`src/rtl/core/efd_pkg.sv`:
```
// ----------------------------------------------------------------------------
// efd_pkg - shared definitions for the escaped frame decoder
// escape codes, event kinds and register map of the byte deframer
// ----------------------------------------------------------------------------
`default_nettype none

package efd_pkg;

  localparam logic [7:0] ESC_LEAD    = 8'h55;
  localparam logic [7:0] ESC_START   = 8'h01;
  localparam logic [7:0] ESC_LITERAL = 8'h02;
  localparam logic [7:0] ESC_END     = 8'h03;

  localparam int unsigned COUNT_W = 16;
  localparam int unsigned SUM_W   = 16;

  localparam logic [COUNT_W-1:0] FRAME_LIMIT_RESET = 16'd256;

  // register index of the configuration port
  localparam logic REG_FRAME_LIMIT = 1'b0;

  typedef enum logic [2:0] {
    EV_DATA      = 3'd0,
    EV_START     = 3'd1,
    EV_END_OK    = 3'd2,
    EV_CSUM_FAIL = 3'd3,
    EV_OVERFLOW  = 3'd4,
    EV_EMPTY     = 3'd5
  } event_kind_t;

endpackage

`default_nettype wire

```
`src/rtl/core/escaped_frame_decoder.sv`:
```
// ----------------------------------------------------------------------------
// escaped_frame_decoder - byte stuffing deframer with additive checksum
// an accepted byte's event is written into the result register in the next cycle
// throughput: one byte per cycle while out_ready holds, set by the single result register stage
// rst (synchronous, active high) clears the escape, count, sum and discard
// state, empties the result register and sets frame_limit to 256
// ----------------------------------------------------------------------------
`default_nettype none

module escaped_frame_decoder (
  input  wire logic        clk,
  input  wire logic        rst,
  // apb-style configuration port
  input  wire logic        psel,
  input  wire logic        penable,
  input  wire logic        pwrite,
  input  wire logic [2:0]  paddr,
  input  wire logic [31:0] pwdata,
  output logic      [31:0] prdata,
  output logic             pready,
  // received byte channel
  input  wire logic        in_valid,
  output logic             in_ready,
  input  wire logic [7:0]  rx_byte,
  // event channel
  output logic             out_valid,
  input  wire logic        out_ready,
  output logic [2:0]       event_kind,
  output logic [7:0]       data_value,
  output logic [15:0]      frame_length
);

  localparam int unsigned CW = efd_pkg::COUNT_W;
  localparam int unsigned SW = efd_pkg::SUM_W;

  // --------------------------------------------------------------------------
  // configuration register
  // --------------------------------------------------------------------------
  logic [CW-1:0] frame_limit;
  logic          cfg_write;
  logic          cfg_hit;

  assign pready    = 1'b1;
  assign cfg_hit   = (paddr[2] == efd_pkg::REG_FRAME_LIMIT);
  assign cfg_write = psel && penable && pwrite && pready && cfg_hit;

  always_ff @(posedge clk) begin
    if (rst) begin
      frame_limit <= efd_pkg::FRAME_LIMIT_RESET;
    end else if (cfg_write) begin
      frame_limit <= pwdata[CW-1:0];
    end
  end

  // read back, unused address space reads as zero
  always_comb begin
    prdata = '0;
    if (cfg_hit) begin
      prdata = {{(32-CW){1'b0}}, frame_limit};
    end
  end

  // --------------------------------------------------------------------------
  // deframer state
  // --------------------------------------------------------------------------
  logic          escape_pending, escape_pending_next;
  logic [CW-1:0] byte_count,     byte_count_next;
  logic [SW-1:0] running_sum,    running_sum_next;
  logic [7:0]    last_byte,      last_byte_next;
  logic          discarding,     discarding_next;

  // result of the byte being accepted this cycle
  logic                res_valid;
  efd_pkg::event_kind_t res_kind;
  logic [7:0]          res_data;
  logic [CW-1:0]       res_length;

  logic in_fire;

  // output register parts the two sides: a new byte is taken whenever the
  // held event leaves this cycle or none is held
  assign in_ready = !out_valid || out_ready;
  assign in_fire  = in_valid && in_ready;

  // byte that would be stored if this item turns out to be data
  logic [7:0] data_byte;
  logic       is_data;
  logic       is_end;
  logic       is_start;
  logic       csum_ok;

  always_comb begin
    // classify the byte against the escape state
    is_data   = 1'b0;
    is_end    = 1'b0;
    is_start  = 1'b0;
    data_byte = rx_byte;
    escape_pending_next = escape_pending;
    if (!escape_pending) begin
      if (rx_byte == efd_pkg::ESC_LEAD) begin
        escape_pending_next = 1'b1;
      end else begin
        is_data = 1'b1;
      end
    end else begin
      escape_pending_next = 1'b0;
      case (rx_byte)
        efd_pkg::ESC_START:   is_start = 1'b1;
        efd_pkg::ESC_END:     is_end   = 1'b1;
        efd_pkg::ESC_LITERAL: begin
          is_data   = 1'b1;
          data_byte = efd_pkg::ESC_LEAD;
        end
        default:              is_data  = 1'b1;
      endcase
    end

    // checksum: last byte equals low byte of the sum of those before it
    csum_ok = ((running_sum[7:0] - last_byte) == last_byte);

    byte_count_next  = byte_count;
    running_sum_next = running_sum;
    last_byte_next   = last_byte;
    discarding_next  = discarding;
    res_valid        = 1'b0;
    res_kind         = efd_pkg::EV_DATA;
    res_data         = '0;
    res_length       = '0;

    if (is_start) begin
      byte_count_next  = '0;
      running_sum_next = '0;
      last_byte_next   = '0;
      discarding_next  = 1'b0;
      res_valid        = 1'b1;
      res_kind         = efd_pkg::EV_START;
    end else if (is_data && !discarding) begin
      res_valid = 1'b1;
      if (byte_count >= frame_limit) begin
        // frame full: drop everything up to the next start
        discarding_next = 1'b1;
        res_kind        = efd_pkg::EV_OVERFLOW;
      end else begin
        byte_count_next  = byte_count + 1'b1;
        running_sum_next = running_sum + {{(SW-8){1'b0}}, data_byte};
        last_byte_next   = data_byte;
        res_kind         = efd_pkg::EV_DATA;
        res_data         = data_byte;
      end
    end else if (is_end && !discarding) begin
      res_valid        = 1'b1;
      byte_count_next  = '0;
      running_sum_next = '0;
      last_byte_next   = '0;
      if (byte_count == '0) begin
        res_kind = efd_pkg::EV_EMPTY;
      end else begin
        res_kind   = csum_ok ? efd_pkg::EV_END_OK : efd_pkg::EV_CSUM_FAIL;
        res_length = byte_count;
      end
    end
  end

  always_ff @(posedge clk) begin
    if (rst) begin
      escape_pending <= 1'b0;
      byte_count     <= '0;
      running_sum    <= '0;
      last_byte      <= '0;
      discarding     <= 1'b0;
    end else if (in_fire) begin
      escape_pending <= escape_pending_next;
      byte_count     <= byte_count_next;
      running_sum    <= running_sum_next;
      last_byte      <= last_byte_next;
      discarding     <= discarding_next;
    end
  end

  // --------------------------------------------------------------------------
  // result register
  // --------------------------------------------------------------------------
  always_ff @(posedge clk) begin
    if (rst) begin
      out_valid <= 1'b0;
    end else if (in_fire) begin
      out_valid <= res_valid;
    end else if (out_ready) begin
      out_valid <= 1'b0;
    end
  end

  // payload held while an item waits, loaded only with a new item
  always_ff @(posedge clk) begin
    if (in_fire) begin
      event_kind   <= res_kind;
      data_value   <= res_data;
      frame_length <= res_length;
    end
  end

`ifndef SYNTHESIS
  // data byte only travels with a data event
  assert property (@(posedge clk) disable iff (rst)
    out_valid && (event_kind != efd_pkg::EV_DATA) |-> data_value == 8'd0)
    else $error("data_value set on a non-data event");

  // length only travels with a reported frame end
  assert property (@(posedge clk) disable iff (rst)
    out_valid && (event_kind != efd_pkg::EV_END_OK)
      && (event_kind != efd_pkg::EV_CSUM_FAIL) |-> frame_length == 16'd0)
    else $error("frame_length set on an event that is not a frame end");

  // while discarding, an unescaped ordinary byte yields no event
  assert property (@(posedge clk) disable iff (rst)
    in_fire && discarding && !escape_pending && (rx_byte != efd_pkg::ESC_LEAD)
      |=> !out_valid)
    else $error("event produced while discarding");

  // an escaped start reopens a clean frame
  assert property (@(posedge clk) disable iff (rst)
    in_fire && escape_pending && (rx_byte == efd_pkg::ESC_START)
      |=> (byte_count == '0) && !discarding && out_valid
          && (event_kind == efd_pkg::EV_START))
    else $error("frame start did not clear the frame state");
`endif

endmodule

`default_nettype wire
```
`config.mk`:
```
export PLATFORM = sky130hd
export DESIGN_NAME = escaped_frame_decoder
export DESIGN_NICKNAME = d
export VERILOG_FILES = /design/src/rtl/core/efd_pkg.sv /design/src/rtl/core/escaped_frame_decoder.sv
export SDC_FILE = /design/constraint.sdc
export NUM_CORES = 1
export LEC_CHECK = 0
export ABC_AREA = 1
export ABC_CLOCK_PERIOD_IN_PS = 3920
export BUFFER_PORTS_ARGS = -buffer_cell sky130_fd_sc_hd__buf_4
export CORE_AREA = 2 2 128 130
export DETAILED_ROUTE_END_ITERATION = 8
export DIE_AREA = 0 0 130 132
export RECOVER_POWER = 100
export SLEW_MARGIN = 25
export SYNTH_ARGS = -nofsm -noshare
export SYNTH_HDL_FRONTEND = slang
export SYNTH_SLANG_ARGS = --single-unit
```
`constraint.sdc`:
```
create_clock -name clk -period 3.92 [get_ports clk]
set_input_delay 0.784 -clock clk [delete_from_list [all_inputs] [get_ports clk]]
set_output_delay 0.784 -clock clk [all_outputs]
set_load 0.02 [all_outputs]
```
==> results of run 1 <==
metrics by stage:
step	worst slack (ps)	area, um^2
2_1_floorplan	1090	5150
3_3_place_gp	630	5700
3_5_place_dp	590	5700
4_1_cts	955	6010
5_1_grt	286	5770
6_report	759	5770
layout make-up:
| class | instances | area share |
|---|---|---|
| inverters | 82 | 0.0536 |
| flip-flops and latches | 77 | 0.314 |
| clock inverters | 6 | 0.0150 |
| well taps | 216 | 0.0468 |
| multi-input cells | 490 | 0.461 |
| repair buffers | 78 | 0.0696 |
| clock buffers | 10 | 0.0397 |
Yosys cell counts, types with 13 or more instances:
cell / instances / area share
nand2_1: 120 / 0.088
nor2_1: 112 / 0.082
inv_1: 78 / 0.057
nand3_1: 51 / 0.050
dfxtp_1: 50 / 0.20
a21oi_1: 46 / 0.045
ha_1: 33 / 0.081
edfxtp_1: 27 / 0.16
o21ai_0: 20 / 0.020
buf_4: 19 / 0.028
a21oi_2: 17 / 0.029
nand3_2: 17 / 0.033
clkbuf_1: 13 / 0.0096
registers in the layout (all words and copies together) (netlist names):
signal and flops:
escape_pending 1, data_value 8, running_sum 8, event_kind 3, byte_count 16, last_byte 7, discarding 1, out_valid 1
frame_length 16, frame_limit 16
metal layers:
| layer | vias to the layer above | global-route usage |
|---|---|---|
| met5 | - | 0 |
| met4 | 0 | 0.0514 |
| met3 | 15 | 0.0280 |
| met2 | 109 | 0.209 |
| met1 | 1984 | 0.205 |
| li1 | 2279 | - |
worst max-delay path: cells and delay by family:
| kind | cells | cell delay [ps] |
|---|---|---|
| adder cells (fa/ha/maj) | 2 | 560 |
| AO/OA/AOI/OAI | 1 | 130 |
| buffers and inverters | 4 | 370 |
| AND/OR/NAND/NOR | 11 | 1600 |
power by group through the flow:
stage / logic, mW / registers (mW) / clock network [mW]
6_report: 1.63 / 1.11 / 0.907
5_1_grt: 1.86 / 1.13 / 0.957
4_1_cts: 1.70 / 1.11 / 0.926
3_5_place_dp: 1.69 / 1.13 / 0
3_3_place_gp: 1.68 / 1.13 / 0
2_1_floorplan: 1.41 / 1.14 / 0
final timing paths:
check                 start              to  slack [ps]  cells after the start
max              rx_byte[5]  running_sum[6]         760                     18
min            last_byte[2]    last_byte[2]         490                      2
max reg2reg  byte_count[15]  running_sum[0]         970                     10
min reg2reg    last_byte[2]    last_byte[2]         490                      2
logic make-up (layout without fill, tap and decap cells):
family / after synthesis / count (layout) / synth area share
adders and majority gates: 35 / 35 / 0.0889
and+or+nand+nor: 335 / 335 / 0.305
AOI/OAI and AO/OA: 88 / 88 / 0.101
buffers and inverters: 126 / 176 / 0.122
xor gates and xnor gates: 15 / 15 / 0.0258
other: 2 / 17 / 0.00147
DFF: 77 / 77 / 0.355
==> flow_metrics.tcl, run 1 <==
set metrics [dict create \
    hpwl_um 8720 \
    ys_ff_latch 77 \
    final_cell_mix "nand2_1 (120), nor2_1 (115), inv_1 (79)" \
    cp_common_cell "nor2_1" \
    vias 4387 \
    cts_max_path_buffers 2 \
    hp-class "reg -> reg" \
    drive_above_1_share 0.113 \
    crit_type "in -> reg" \
    multi_input_comb_area_um2 2660 \
    crit_path_start_kind "input pin" \
    num_io_pins 112 \
    ys_seq_area_frac 0.355 \
    die-area_um2 17200 \
    wl_per_cell_um 12.5 \
    h-tree-depth 3 \
    arrival_ps 3450 \
    slowest_delay_ps 450 \
    grt.overflow.total 0 \
    die_w_um 130 \
    synth_flop_cell "dfxtp_1" \
    ant_nets 0 \
    wirelength_um 12000 \
    hold_viol_final 0 \
    dr_wl_met3_um 630 \
    intPower_mw 2.12 \
    critical_path.slowest_cell "nor3_1" \
    clk_pin_slew_worst_paths_ps 60 \
    irDropWorstVdd_v 0.000242 \
    rsz0062_at_grt "false" \
    area_delta_synth_final_pct 13.2 \
    end_kind "flop" \
    clkSinkCount 77 \
    highest_layer "met4" \
    gp_congestion 0.874 \
    pwr-share-seq 0.305 \
    insertion_delay_ps 350 \
    finalNonFillerCells 959 \
    avgSynthCellArea_um2 7.52 \
    yosysWarnings 0 \
    finalCriticalPeriod_ps 3160 \
    grt_pass1_wl_um 19400 \
    syn_inst 678 \
    drc 0 \
    drt-initial-drc-count 349 \
    antenna_found_initial 0 \
    avgViaCountPerCell 4.57 \
    max_cap_violations 0 \
    slew_headroom 0.120 \
    outcome "finished, final reports clean" \
    rows 46 \
    tightest_slew_ps 1320 \
    wl_met1_um 6020 \
    place_inst 943 \
    min_period_over_period 0.806 \
    fin_hold_ws_ps 486 \
    cts_tree "done" \
    p_total_mw 3.65 \
    ctsRootBufferMaster "clkbuf_16" \
    nets 823 \
    track_usage 0.142 \
    diodes 0 \
    power_density_nw_per_um2 633 \
    switchingPower_mw 1.53 \
    setup-violations-final 0 \
    cts_buffers 9 \
    fin_skew_ps 6.58 \
    io_buffers 76 \
    ctsResizeCount 0 \
    fmax_mhz 316 \
    die_y_um 132 \
    finalMaxSlewViolations 0 \
    post-cts-setup-buffers 0 \
    worstPathMaxFanout 5 \
    dr_wl_met2_um 5150 \
    fin_util 0.367 \
    share_comb_of_total_power 0.447 \
    seq_area_um2 1810 \
    grt_start_max_net_pins 49 \
    initial_core_util 0.324 \
    final_common_cell "nand2_1" \
    core_um2 15700 \
    firstDrtPassIters 4 \
    n_fill_cell 1751 \
    swShare 0.420 \
    first_global_vias 3788 \
    p_leak_nw 2.41 \
    synthesis.area_um2 5100 \
    clkPwrFrac 0.248 \
    required_ps 4210 \
    ys_async_sr_fraction 0 \
    tns_ps 0 \
    path_cells "clkbuf_1 > nor2_1 > nand3_1 > nor3_1 > nor2_1 > inv_1 > ha_1 > inv_1 > fa_1 > inv_1 > nand4_1 > o211ai_1 > nor2_1 > nor2_1 > nand2_1 > nand3_1 > nand2_1 > nor2_1" \
    ctsHoldBuffers 0 \
    synth_edf_count 27 \
    synth_cell_types 39 \
]
No activity file was read; power rests on OpenSTA's default activity.
==> inputs of run 2 (changes only) <==
--- a/config.mk
+++ b/config.mk
@@ -6,7 +6,7 @@
 export NUM_CORES = 1
 export LEC_CHECK = 0
 export ABC_AREA = 1
-export ABC_CLOCK_PERIOD_IN_PS = 3920
+export ABC_CLOCK_PERIOD_IN_PS = 2700
 export BUFFER_PORTS_ARGS = -buffer_cell sky130_fd_sc_hd__buf_4
 export CORE_AREA = 2 2 128 130
 export DETAILED_ROUTE_END_ITERATION = 8
==> constraint.sdc (replaced) <==
create_clock -name clk -period 2.7 [get_ports clk]
set_input_delay 0.54 -clock clk [delete_from_list [all_inputs] [get_ports clk]]
set_output_delay 0.54 -clock clk [all_outputs]
set_load 0.02 [all_outputs]
==> run 2 against run 1 <==
Effect of this change:
- die area stayed put
- worst hold slack worse by 72 ps
- global-route usage increased by 0.60 points
- combinational power is 53% higher
- first-iteration DRC count down 32%
- utilization increased by 1.4 points
- register-to-register slack lost 770 ps
- clock skew grew 2.8 ps
- via count down 0.75%
- setup slack lost 560 ps
- critical path type is now reg -> reg
- largest cell class unchanged
==> flow_metrics.tcl, run 2 (synthesized netlist as in run 1, its figures left out) <==
set metrics [dict create \
    hp-class "in -> reg" \
    fin_util 0.381 \
    stdcell_area_um2 5990 \
    swShare 0.412 \
    wirelength_um 12000 \
    hold_viol_final 0 \
    clkPwrFrac 0.246 \
    crit_type "reg -> reg" \
    min_period_over_period 0.926 \
    nets 846 \
    required_ps 2900 \
    ctsResizeCount 0 \
    drc 0 \
    fmax_mhz 400 \
    slew_headroom 0.303 \
    max_cap_violations 0 \
    die_y_um 132 \
    place_inst 966 \
    p_leak_nw 2.55 \
    grt_start_max_net_pins 31 \
    initial_core_util 0.324 \
    switchingPower_mw 2.23 \
    die-area_um2 17200 \
    first_global_vias 3957 \
    gp_congestion 0.887 \
    post-cts-setup-buffers 0 \
    drt-initial-drc-count 237 \
    worstPathMaxFanout 25 \
    tightest_slew_ps 1050 \
    power_density_nw_per_um2 905 \
    outcome "finished, final reports clean" \
    highest_layer "met4" \
    final_cell_mix "nand2_1 (120), nor2_1 (113), inv_1 (79)" \
    ant_nets 0 \
    placed_cell_area_um2 5890 \
    grt_pass1_wl_um 20300 \
    intPower_mw 3.19 \
    num_io_pins 112 \
    fin_skew_ps 9.38 \
    finalMaxSlewViolations 0 \
    insertion_delay_ps 340 \
    irDropWorstVdd_v 0.000505 \
    area_delta_synth_final_pct 17.6 \
    pwr-share-seq 0.295 \
    setup-violations-final 0 \
    vias 4354 \
    final_common_cell "nand2_1" \
    wl_met1_um 6230 \
    dr_wl_met2_um 4960 \
    ctsRootBufferMaster "clkbuf_16" \
    share_comb_of_total_power 0.459 \
    rsz0062_at_grt "false" \
    cts_buffers 9 \
    finalCriticalPeriod_ps 2500 \
    cts_tree "done" \
    avgViaCountPerCell 4.43 \
    diodes 0 \
    cts_max_path_buffers 2 \
    end_kind "flop" \
    arrival_ps 2700 \
    io_buffers 76 \
    ctsHoldBuffers 0 \
    track_usage 0.148 \
    antenna_found_initial 0 \
    rows 46 \
    finalNonFillerCells 982 \
    core_um2 15700 \
    drive_above_1_share 0.148 \
    fin_hold_ws_ps 414 \
    largest_registers "byte_count: 16 flops, frame_length: 16 flops, frame_limit: 16 flops" \
    clkSinkCount 77 \
    wl_per_cell_um 12.2 \
    dr_wl_met3_um 608 \
    die_w_um 130 \
    grt.overflow.total 0 \
    firstDrtPassIters 4 \
    clk_pin_slew_worst_paths_ps 60 \
    hpwl_um 9010 \
    crit_path_start_kind "flop" \
    h-tree-depth 3 \
]
[run 2: cell types whose count changed in the layout (fill, tap and decap cells not counted), sizes merged]
cell      change
buf          +23
clkbuf        +1
clkinvlp      -2
inv           +1
[run 2: routing by layer]
layer	GRT usage	up-vias
li1	-	2327
met1	0.220	1924
met2	0.209	93
met3	0.0308	10
met4	0.0544	0
met5	0	-
[run 2: worst max-delay path: stages, from the launching register on]
cell and delay (ps):
dfxtp_1 320, nand2_1 90, inv_1 60, nor2_1 600, nand3_1 180, nand2_2 500, nand2_2 370, nand2_1 160
a21oi_2 60
[run 2: path summary, 6_finish.rpt]
path	cells after the start	slack, ps	end	startpoint
setup / recovery	8	200	last_byte[5]	out_valid
hold / removal	3	410	frame_limit[8]	pwdata[8]
setup reg to reg	8	200	last_byte[5]	out_valid
hold reg to reg	2	480	last_byte[2]	last_byte[2]
[run 2: power by group through the flow]
stage	Sequential (mW)	Clock, mW	Combinational (mW)
3_5_place_dp	1.62	0	2.58
4_1_cts	1.60	1.36	2.60
2_1_floorplan	1.65	0	2.05
6_report	1.60	1.34	2.49
5_1_grt	1.63	1.40	2.88
3_3_place_gp	1.62	0	2.56
[run 2: area by class of cell]
class                      count  area [um^2]
timing repair buffer         101          599
tap                          216          270
clock buffer                  11          243
inverter                      82          310
multi-input combinational    490         2680
clock inverter                 5         82.6
sequential                    77         1810
fill                        1691         9720
[run 2: stage by stage]
step | setup WS [ps] | setup TNS (ps) | power (mW)
after floorplan | 118 | 0 | 3.70
after global placement | -4.32 | -4.32 | 4.18
after detailed placement | -33.5 | -33.5 | 4.20
after CTS | 319 | 0 | 5.56
after global routing | 24.2 | 0 | 5.91
final | 199 | 0 | 5.42
==> inputs of run 3 (changes only) <==
--- a/config.mk
+++ b/config.mk
@@ -8,11 +8,11 @@
 export ABC_AREA = 1
 export ABC_CLOCK_PERIOD_IN_PS = 2700
 export BUFFER_PORTS_ARGS = -buffer_cell sky130_fd_sc_hd__buf_4
-export CORE_AREA = 2 2 128 130
+export CORE_AREA = 2 2 134 136
 export DETAILED_ROUTE_END_ITERATION = 8
-export DIE_AREA = 0 0 130 132
+export DIE_AREA = 0 0 136 138
+export GPL_TIMING_DRIVEN = 0
 export RECOVER_POWER = 100
-export SLEW_MARGIN = 25
 export SYNTH_ARGS = -nofsm -noshare
 export SYNTH_HDL_FRONTEND = slang
 export SYNTH_SLANG_ARGS = --single-unit
==> run 3 against run 2 <==
Effect of this change:
- setup slack better by 77 ps
- sequential power hardly changed
- cell area grew 1.6%
- fmax increased by 3.2%
- first-iteration DRC count grew 11%
- largest power group unchanged
- non-clock buffer count increased by 17
==> flow_metrics.tcl, run 3 (synthesized netlist as in run 1, its figures left out) <==
set metrics [dict create \
    outcome "finished, final reports clean" \
    power_density_nw_per_um2 900 \
    irDropWorstVdd_v 0.000400 \
    n_fill_cell 1972 \
    clk_pin_slew_worst_paths_ps 60 \
    gr-usage-met1 0.196 \
    post-cts-setup-buffers 0 \
    r2r_setup_slack_ps 290 \
    min_period_over_period 0.898 \
    final_cell_mix "nand2_1 (121), nor2_1 (112), inv_1 (79)" \
    vias 4472 \
    swShare 0.417 \
    die_w_um 136 \
    wl_per_cell_um 12.6 \
    ant_nets 0 \
    max_cap_violations 0 \
    ctsResizeCount 0 \
    grt_busiest_layer "met2" \
    slew_headroom 0.409 \
    fin_skew_ps 10.0 \
    avgViaCountPerCell 4.42 \
    hold_viol_final 0 \
    seq_area_um2 1810 \
    io_buffers 74 \
    crit_type "in -> reg" \
    fin_hold_ws_ps 417 \
    clkSinkCount 77 \
    rsz0062_at_grt "false" \
    place_inst 996 \
    setup-violations-final 0 \
    initial_core_util 0.291 \
    first_global_vias 3980 \
    intPower_mw 3.19 \
    cts_buffers 9 \
    track_usage 0.137 \
    die-area_um2 18800 \
    die_y_um 138 \
    grt_pass1_wl_um 20500 \
    cts_tree "done" \
    drc 0 \
    end_kind "flop" \
    largest_registers "byte_count: 16 flops, frame_length: 16 flops, frame_limit: 16 flops" \
    gr-usage-met2 0.210 \
    share_comb_of_total_power 0.477 \
    finalCriticalPeriod_ps 2420 \
    crit_path_start_kind "input pin" \
    hpwl_um 9900 \
    firstDrtPassIters 4 \
    arrival_ps 2700 \
    core_um2 17500 \
    switchingPower_mw 2.28 \
    finalNonFillerCells 1012 \
    diodes 0 \
    pwr-share-seq 0.296 \
    wirelength_um 12700 \
    rows 49 \
    drt-initial-drc-count 263 \
    h-tree-depth 3 \
    insertion_delay_ps 340 \
    grt_start_max_net_pins 33 \
    multi_input_comb_area_um2 2680 \
    grt.overflow.total 0 \
    antenna_found_initial 0 \
    grtUsageMet3 0.0279 \
    ctsHoldBuffers 0 \
    tightest_slew_ps 885 \
    final_common_cell "nand2_1" \
    clkPwrFrac 0.228 \
    required_ps 2980 \
    drive_above_1_share 0.148 \
    hp-class "in -> reg" \
    nets 863 \
    fmax_mhz 413 \
    p_leak_nw 2.61 \
    gp_congestion 0.886 \
    finalMaxSlewViolations 0 \
    area_delta_synth_final_pct 19.5 \
    ctsRootBufferMaster "clkbuf_16" \
    num_io_pins 112 \
    worstPathMaxFanout 5 \
    cts_max_path_buffers 2 \
]
-- run 3: changes by cell type in the layout (fill, tap and decap cells not counted), sizes merged --
cell / delta
buf: +7
clkinv: +1
inv: -1
clkbuf: +11
clkinvlp: +1
bufinv: -2
-- run 3: power by group through the flow --
stage	Combinational, mW	Sequential [mW]	Clock [mW]
2_1_floorplan	2.05	1.65	0
3_3_place_gp	2.69	1.65	0
3_5_place_dp	2.72	1.64	0
4_1_cts	2.72	1.62	1.27
5_1_grt	2.97	1.65	1.31
6_report	2.61	1.62	1.25
-- run 3: worst paths after layout --
check                    to  cells past startpoint           start
max          running_sum[6]                     18      rx_byte[3]
min          frame_limit[8]                      3       pwdata[8]
max reg2reg  running_sum[6]                     16  escape_pending
min reg2reg  frame_limit[0]                      2  frame_limit[0]
-- run 3: cell type report --
class / instances / share of cell area
flip-flops and latches: 77 / 0.298
multi-input cells: 490 / 0.440
inverters: 82 / 0.0510
clock buffers: 12 / 0.0475
clock inverters: 4 / 0.00431
plain buffers: 44 / 0.0493
repair buffers: 74 / 0.0635
well taps: 229 / 0.0471
-- run 3: worst max-delay path, stage by stage --
cell and delay, ps:
buf_4 130, nor2_1 110, nand3_2 150, nor3_4 220
nor2_1 110, inv_1 70, ha_1 170, inv_1 60
fa_1 390, inv_1 90, nand4_1 90, o211ai_1 140
nor2_1 70, nor2_1 100, nand2_1 50, nand3_1 60
nand2_1 50, nor2_1 90
-- run 3: per-layer routing --
metal  vias up  share of wire
li1       2361              -
met1      2004           0.49
met2        94           0.44
met3        13          0.054
met4         0          0.014
met5         -              0
-- run 3: stage by stage --
stage | power (mW) | TNS, ps | util | worst slack [ps] | cell area, um^2
2_1_floorplan | 3.70 | 0 | - | 118 | 5150
3_3_place_gp | 4.34 | -12640 | 0.342 | -439 | 6000
3_5_place_dp | 4.36 | -1010 | 0.342 | -279 | 6000
4_1_cts | 5.62 | 0 | 0.360 | 65.3 | 6320
5_1_grt | 5.94 | 0 | 0.347 | 20.5 | 6090
6_report | 5.48 | 0 | 0.347 | 276 | 6090
